[config.mk]
export PLATFORM = sky130hd
export DESIGN_NAME = best_ctrl
export DESIGN_NICKNAME = d
export VERILOG_FILES = /design/src/design/best_pkg.sv /design/src/design/best_ctrl.sv
export SDC_FILE = /design/constraint.sdc
export NUM_CORES = 1
export LEC_CHECK = 0
export ABC_CLOCK_PERIOD_IN_PS = 1860
export BUFFER_PORTS_ARGS = -buffer_cell sky130_fd_sc_hd__buf_4
export CORE_AREA = 8 8 45 47
export DETAILED_ROUTE_END_ITERATION = 6
export DIE_AREA = 0 0 53 55
export MAX_ROUTING_LAYER = met4
export PLACE_DENSITY = 0.46
export SKIP_LAST_GASP = 1
export SLEW_MARGIN = 5
export SYNTH_ARGS = -nofsm -noshare
export SYNTH_HDL_FRONTEND = slang
export SYNTH_SLANG_ARGS = --single-unit
[constraint.sdc]
create_clock -name clk -period 1.86 [get_ports clk]
set_clock_uncertainty 0.1 [all_clocks]
set_input_delay 0.186 -clock clk [delete_from_list [all_inputs] [get_ports clk]]
set_output_delay 0.186 -clock clk [all_outputs]
set_load 0.01 [all_outputs]
[src/design/best_pkg.sv]
// ----------------------------------------------------------------------------
// best_pkg - shared types and constants for the button edge state tracker
// Flag bit positions, command and action codes, and the command/status
// structs that join the controller to the datapath.
// ----------------------------------------------------------------------------
package best_pkg;

  // Flag bits of one store entry
  localparam logic [3:0] FLAG_PRESSED       = 4'h1;
  localparam logic [3:0] FLAG_JUST_PRESSED  = 4'h2;
  localparam logic [3:0] FLAG_JUST_RELEASED = 4'h4;
  localparam logic [3:0] FLAG_REPEATING     = 4'h8;

  typedef enum logic [1:0] {
    CMD_EVENT      = 2'd0,
    CMD_FOCUS_LOST = 2'd1,
    CMD_PUBLISH    = 2'd2,
    CMD_QUERY      = 2'd3
  } best_op_t;

  typedef enum logic [1:0] {
    ACT_RELEASE = 2'd0,
    ACT_PRESS   = 2'd1,
    ACT_REPEAT  = 2'd2
  } best_act_t;

  // Controller to datapath
  typedef struct packed {
    logic accept;    // latch the incoming word
    logic clr;       // write zero to both stores at the sweep pointer
    logic sweep_rd;  // read at the sweep pointer, write back in the cycle after
    logic ev_wr;     // write back the event update
    logic strobe;    // result word on the output ports
  } best_cmd_t;

  // Datapath to controller
  typedef struct packed {
    logic cnt_last;  // sweep pointer at the last entry
  } best_sts_t;

  // Apply one button event to an entry; unknown action codes leave it as is
  function automatic logic [3:0] flag_update(input logic [3:0] f, input logic [1:0] act);
    logic [3:0] r;
    r = f;
    case (act)
      ACT_PRESS: begin
        if ((f & FLAG_PRESSED) == 4'h0) r = r | FLAG_JUST_PRESSED;
        r = r | FLAG_PRESSED;
      end
      ACT_RELEASE: begin
        r = (r & ~(FLAG_PRESSED | FLAG_REPEATING)) | FLAG_JUST_RELEASED;
      end
      ACT_REPEAT: begin
        r = r | FLAG_REPEATING;
      end
      default: begin
        r = f;
      end
    endcase
    return r;
  endfunction

  // Release a held entry on focus loss
  function automatic logic [3:0] flag_release(input logic [3:0] f);
    logic [3:0] r;
    r = f;
    if ((f & FLAG_PRESSED) != 4'h0) begin
      r = (f & ~(FLAG_PRESSED | FLAG_REPEATING)) | FLAG_JUST_RELEASED;
    end
    return r;
  endfunction

endpackage

[src/design/best_ctrl.sv]
// ----------------------------------------------------------------------------
// best_ctrl - sequencing controller
// Runs the clearing pass after reset, accepts words, and steps the datapath
// through single-entry accesses and whole-store sweeps.
// ----------------------------------------------------------------------------
module best_ctrl (
  input  logic                  clk,
  input  logic                  rst_n,
  input  logic                  start,
  input  logic [1:0]            in_command,
  input  best_pkg::best_sts_t   sts,
  output best_pkg::best_cmd_t   cmd,
  output logic                  busy
);
  import best_pkg::*;

  typedef enum logic [4:0] {
    S_CLEAR = 5'b00001,
    S_IDLE  = 5'b00010,
    S_ONE   = 5'b00100,
    S_SWEEP = 5'b01000,
    S_DRAIN = 5'b10000
  } best_state_t;

  best_state_t state_r, state_nxt;

  always_ff @(posedge clk) begin
    if (!rst_n) begin
      state_r <= S_CLEAR;
    end else begin
      state_r <= state_nxt;
    end
  end

  always_comb begin
    state_nxt = state_r;
    cmd       = '0;
    case (state_r)
      S_CLEAR: begin
        cmd.clr = 1'b1;
        if (sts.cnt_last) state_nxt = S_IDLE;
      end
      S_IDLE: begin
        if (start) begin
          cmd.accept = 1'b1;
          if (in_command == CMD_FOCUS_LOST || in_command == CMD_PUBLISH) begin
            state_nxt = S_SWEEP;
          end else begin
            state_nxt = S_ONE;
          end
        end
      end
      S_ONE: begin
        cmd.ev_wr  = 1'b1;
        cmd.strobe = 1'b1;
        state_nxt  = S_IDLE;
      end
      S_SWEEP: begin
        cmd.sweep_rd = 1'b1;
        if (sts.cnt_last) state_nxt = S_DRAIN;
      end
      S_DRAIN: begin
        // last write-back of the sweep happens here
        cmd.strobe = 1'b1;
        state_nxt  = S_IDLE;
      end
      default: begin
        state_nxt = S_IDLE;
      end
    endcase
  end

  assign busy = (state_r != S_IDLE);

endmodule

==> key figures, run 1 <==
Outcome
  • Status: completed

Placement
  • Cell Count Post-Placement: 55
  • Place WS: roughly 0.47 ns
  • Gpl congestion: 0.630
  • Buffers on Ports: 11

Critical path
  • CP startpoint kind: flop
  • CP startpoint: state_r[1]
  • CP arrival: 1.35 ns
  • Reg2reg start: state_r[0]
  • CP required: about 1.6 ns
  • Max FO, Critical Path: 5
  • CP Capture Type: output port
  • Kind of critical path: reg -> out

Power and ir drop
  • Peak VDD IR: 0.000288 V
  • LEAKAGE: between 0.15 and 0.2 nW
  • Logic pwr share: 0.158
  • Switching share of power: 0.235
  • Internal: 0.000219 W
  • Clock network power share: 0.430
  • NetSw: 0.0000675 W
  • Sequential Power Share: 0.412
  • PwrDens: 762 mW/mm2

Cells and area
  • Layout Area Growth over Synthesis: 52.0%
  • Nets: 50
  • Top reg by flops: state_r
  • Non-Filler Instances: 59
  • Layout cells sized above 1: 0.395
  • Max reg flops: 5
  • Top Registers: state_r: 5 flops
  • Fillers: 152
  • Ant diodes: 0

Drt
  • DRT iter0 DRCs: 4
  • Drt total wl: 600 um
  • Post-route antenna net violation count: 0
  • DRC viols: 0
  • 1st-pass router iterations: 2
  • Vias/cell: just over 4
  • WL/cell: about 10 um
  • Via count: 242

Floorplan
  • Die area: 0.00292 mm2
  • Die Height: 55 um
  • DIE WIDTH: 53 um
  • Initial core utilization: 0.179
  • IO Pins: 12
  • Core area: around 0.0014 mm2
  • Num rows: 14

Global routing
  • Met2 GRT Util: 0.0684
  • Gr ovfl total: 0
  • Gr busiest metal: met2
  • First-pass GRT wire length: 972 um
  • Met1 Use GR: 0.0470
  • Number of global-route vias before repair: 262
  • GRT Resource Usage Total: 0.0484
  • Met3 usage: 0.0214
  • Initial antenna violation count: 0
  • Largest net degree at the start of global routing: 7

Clock tree
  • Postcts setup bufs: 0
  • CTS tree: built
  • Hold-fix buffers, CTS: 0
  • Sink Count: 5
  • Num CTS Buffers: 3
  • Post-CTS sizing: 0
  • Clk buf depth: 2
  • Worst-path clk slew: 0.04 ns
  • # H-tree levels: 1
  • Clock Tree Root: clkbuf_4
  • Worst skew pair latency: around 0.24 ns

Timing
  • Final Hold Vio Count: 0
  • Final Setup Violations: 0
  • Worst slew pin tran: 0.317 ns
  • Worst slew margin: 0.787
  • Fmax: 0.612 GHz
  • RSZ-0062 raised after global routing: false
  • Final Slew Violations: 0
  • Final critical-path share of the clock period: 0.878
  • Setup_tns: 0 ns
  • Final setup margin: 0.227 ns
  • Crit path time final: 1.63 ns

Synthesis
  • #FFs+latches synth: 5
  • Yosys Warn Count: 0
  • Register area share after synthesis: 0.404
  • Synthesized cell area: around 250 um2
  • Syn Area/Cell: between 8 and 9 um2
  • Post-Synthesis Cells: 28
  • Synth cell types: 16
  • Synthesized Nets: 34

Hold path
  • Hold Startpoint: rst_n
  • Hold Path Class: in -> reg

Run
  • # Max-Cap Violations: 0
-- worst max-delay path, stage by stage, from the launching register on --
cell and delay, ns:
dfxtp_1 0.33, or3_4 0.41, nor3b_2 0.21, buf_4 0.15
-- layout by cell type, fill, tap and decap left out --
cell / Yosys / layout
buf_4: 0 / 11
dfxtp_1: 5 / 5
nor4_1: 4 / 4
inv_1: 3 / 3
clkbuf_4: 0 / 3
nand2b_1: 2 / 2
nor2_1: 2 / 2
nor3_1: 2 / 2
or3_4: 1 / 1
nand2_1: 1 / 1
nor3b_2: 1 / 1
xnor2_1: 1 / 1
nand3_1: 1 / 1
a21o_1: 1 / 1
xor2_1: 1 / 1
a32o_1: 1 / 1
or3b_2: 1 / 1
a21oi_1: 1 / 1
clkbuf_1: 0 / 1
-- layout make-up --
cell class	count	area, um2	share of cell area
Multi-Input combinational cell	20	136	0.362
Sequential cell	5	100	0.266
Timing Repair Buffer	11	82.6	0.219
Clock buffer	4	26.3	0.0698
Tap cell	16	20.0	0.0532
Inverter	3	11.3	0.0299
-- per-stage QoR --
step                area, um2   util  hold WS (ns)  power (W)
floorplan                 248      -         0.226   0.000144
global placement          350  0.253         0.345   0.000166
detailed placement        350  0.253         0.346   0.000166
CTS                       377  0.272        0.0927   0.000294
global route              377  0.272        0.0938   0.000312
finish                    377  0.272        0.0954   0.000287
-- worst paths after layout --
check	end	depth (start not counted)	slack [ns]
setup / recovery	cmd[3]	3	0.23
hold / removal	state_r[3]	2	0.1
setup reg to reg	state_r[1]	3	0.57
hold reg to reg	state_r[2]	2	0.45
-- power groups by stage --
stage | clock [W] | combinational, W | sequential [W]
after global placement | 0 | 0.0000462 | 0.000120
final | 0.000123 | 0.0000453 | 0.000118
after global routing | 0.000143 | 0.0000497 | 0.000119
after CTS | 0.000130 | 0.0000460 | 0.000118
after detailed placement | 0 | 0.0000459 | 0.000120
after floorplan | 0 | 0.0000257 | 0.000119
-- cells by family (layout without fill, tap and decap cells) --
group / after synthesis / in the layout / synth area share
simple gates: 15 / 15 / 0.389
flops: 5 / 5 / 0.404
compound gates: 3 / 3 / 0.0909
buf+inv: 3 / 18 / 0.0455
xor+xnor: 2 / 2 / 0.0707
-- Yosys cell counts --
library cell	count	area, um2
or3_4	1	11.3
nand2_1	1	3.75
nand2b_1	2	12.5
a32o_1	1	10.0
nor4_1	4	25.0
xnor2_1	1	8.76
nor3_1	2	10.0
xor2_1	1	8.76
a21o_1	1	7.51
inv_1	3	11.3
or3b_2	1	8.76
a21oi_1	1	5.00
nor2_1	2	7.51
dfxtp_1	5	100
nand3_1	1	5.00
nor3b_2	1	12.5
-- metal layers --
layer | wire length (um) | up-vias
met3 | 32 | 2
met5 | 0 | -
li1 | - | 130
met4 | 22 | 0
met2 | 275 | 8
met1 | 270 | 102
No activity file was read; power rests on OpenSTA's default activity.
==> run 2, diff against run 1 <==
--- a/config.mk
+++ b/config.mk
@@ -5,13 +5,13 @@
 export SDC_FILE = /design/constraint.sdc
 export NUM_CORES = 1
 export LEC_CHECK = 0
-export ABC_CLOCK_PERIOD_IN_PS = 1860
+export ABC_CLOCK_PERIOD_IN_PS = 1500
 export BUFFER_PORTS_ARGS = -buffer_cell sky130_fd_sc_hd__buf_4
 export CORE_AREA = 8 8 45 47
 export DETAILED_ROUTE_END_ITERATION = 6
 export DIE_AREA = 0 0 53 55
 export MAX_ROUTING_LAYER = met4
-export PLACE_DENSITY = 0.46
+export PLACE_DENSITY = 0.47
 export SKIP_LAST_GASP = 1
 export SLEW_MARGIN = 5
 export SYNTH_ARGS = -nofsm -noshare
==> constraint.sdc (replaced) <==
create_clock -name clk -period 1.5 [get_ports clk]
set_clock_uncertainty 0.1 [all_clocks]
set_input_delay 0.15 -clock clk [delete_from_list [all_inputs] [get_ports clk]]
set_output_delay 0.15 -clock clk [all_outputs]
set_load 0.01 [all_outputs]
==> key figures, run 2 (synthesis gave the netlist of run 1 again) <==
Outcome
  • Status: finished, violations left
  • Violated checks: setup timing

Cells and area
  • Layout cells sized above 1: 0.511 (+0.116)
  • Top Registers: state_r: 5 flops
  • Nets: 52 (+4.0%)
  • Ant diodes: 0 (unchanged)
  • Max reg flops: 5 (unchanged)
  • Fillers: 149 (-2.0%)
  • Layout Area Growth over Synthesis: 65.7%
  • Register area: 104 um2 (+3.8%)
  • Multi-input logic area: 151 um2 (+11%)
  • Top reg by flops: state_r
  • Most common cell after layout, fill and taps aside: buf_4
  • Most frequent cells in the layout: buf_4 (13), nor4_1 (3), inv_1 (3), clkbuf_4 (3), dfxtp_2 (3)

Critical path
  • CP max stage delay: 0.40 ns (about the same)
  • CP arrival: 1.31 ns (-0.04 ns)
  • CP Capture Type: output port
  • CP max stage cell: or3_4
  • Critical-path cell list: or3_4 -> nor3b_2 -> buf_4
  • CP startpoint kind: flop
  • Kind of critical path: reg -> out
  • Max FO, Critical Path: 4 (-1)
  • CP required: 1.25 ns (-0.32 ns)

Clock tree
  • Worst skew pair latency: 0.24 ns (about the same)
  • # H-tree levels: 1 (unchanged)
  • Num CTS Buffers: 3 (unchanged)
  • CTS tree: built
  • Clk buf depth: 2 (unchanged)
  • Clock Tree Root: clkbuf_4
  • Sink Count: 5 (unchanged)
  • Worst-path clk slew: 0.04 ns (about the same)

Floorplan
  • Initial core utilization: 0.179 (unchanged)
  • Die Height: 55 um (unchanged)
  • Num rows: 14 (unchanged)
  • Core area: 0.00138 mm2 (unchanged)
  • IO Pins: 12 (unchanged)
  • Die area: 0.00292 mm2 (unchanged)
  • DIE WIDTH: 53 um (unchanged)

Placement
  • Detailed-placement wirelength estimate: 510 um
  • Gpl congestion: 0.690 (+9.5%)
  • Place WS: 0.147 ns (-0.322 ns)
  • Buffers on Ports: 11 (unchanged)

Hold path
  • Hold Path Class: in -> reg

Drt
  • Via count: 267 (+10%)
  • 1st-pass router iterations: 4 (+2)
  • Post-route antenna net violation count: 0 (unchanged)
  • DRC viols: 0 (unchanged)
  • Drt total wl: 650 um (+8.3%)
  • Vias/cell: 4.38 (+6.7%)
  • WL/cell: 10.7 um (+4.8%)
  • DRT iter0 DRCs: 4 (unchanged)

Timing
  • RSZ-0062 raised after global routing: true
  • Final Hold Vio Count: 0 (unchanged)
  • Worst slew pin tran: 0.260 ns (-0.0570 ns)
  • Crit path time final: 1.56 ns
  • Final setup margin: -0.0595 ns (-0.286 ns)
  • Final Slew Violations: 0 (unchanged)
  • Final Setup Violations: 3 (+3)
  • Fmax: around 0.64 GHz
  • Worst slew margin: 0.825 (+0.0383)
  • Final critical-path share of the clock period: 1.04

Run
  • # Max-Cap Violations: 0 (unchanged)

Global routing
  • First-pass GRT wire length: 1060 um (+9.3%)
  • Initial antenna violation count: 0 (unchanged)
  • GRT Resource Usage Total: 0.0534 (+0.00506)
  • Gr ovfl total: 0 (unchanged)
  • Number of global-route vias before repair: 283 (+8.0%)
  • Largest net degree at the start of global routing: 7 (unchanged)

Power and ir drop
  • LEAKAGE: 0.186 nW (+9.2%)
  • Peak VDD IR: 0.000295 V (+2.4%)
  • Design Power: 0.000362 W (+26%)
  • PwrDens: 882 mW/mm2 (+16%)
## run 2: changes by cell type in the layout (fill, tap and decap cells not counted), sizes merged
cell,previous run,this run
buf,11,13
## run 2: cell type report
| class | count | share of cell area |
|---|---|---|
| Multi-Input combinational cell | 20 | 0.369 |
| Sequential cell | 5 | 0.253 |
| Timing Repair Buffer | 13 | 0.238 |
| Tap cell | 16 | 0.0488 |
| Inverter | 3 | 0.0274 |
| Clock buffer | 4 | 0.0640 |
## run 2: path summary, 6_finish.rpt
check / from / endpoint / slack (ns) / cells after the start
setup / recovery: state_r[2] / cmd[3] / -0.06 / 3
hold reg to reg: state_r[1] / state_r[2] / 0.41 / 2
hold / removal: rst_n / state_r[3] / 0.07 / 2
setup reg to reg: state_r[0] / state_r[1] / 0.17 / 3
## run 2: report_power, final
| part | switching [W] | internal, W |
|---|---|---|
| clock | 0.0000499 | 0.000100 |
| sequential | 0.00000898 | 0.000140 |
| combinational | 0.0000247 | 0.0000380 |
## run 2: metrics by stage
step	utilization	setup TNS, ns	instance area, um2	hold WS (ns)	std cells
after floorplan	-	0	248	0.190	28
after global placement	0.253	0	350	0.310	55
after detailed placement	0.253	0	350	0.310	55
after CTS	0.289	-0.190	400	0.0570	61
after global routing	0.297	-0.381	410	0.0639	61
final	0.297	-0.112	410	0.0650	61
## run 2: critical path: cells and delay by family, from the launching register on
family | cells | cell delay (ns)
buf+inv | 1 | 0.15
flops | 1 | 0.34
simple gates | 2 | 0.59
## run 2: repair_timing
item	in CTS	in global routing
pin swaps	2	1
hold buffers	0	0
endpoints found under the setup margin	3	4
gates resized for setup	3	2
buffers inserted	2	0
## run 2: layer usage
layer | routed length (um) | vias to the layer above | track usage | share of wire
met5 | 0 | - | - | 0
met4 | 0 | 0 | 0.0776 | 0
met3 | 57 | 0 | 0.0160 | 0.088
met2 | 340 | 14 | 0.0781 | 0.52
met1 | 251 | 119 | 0.0470 | 0.39
li1 | - | 134 | - | -
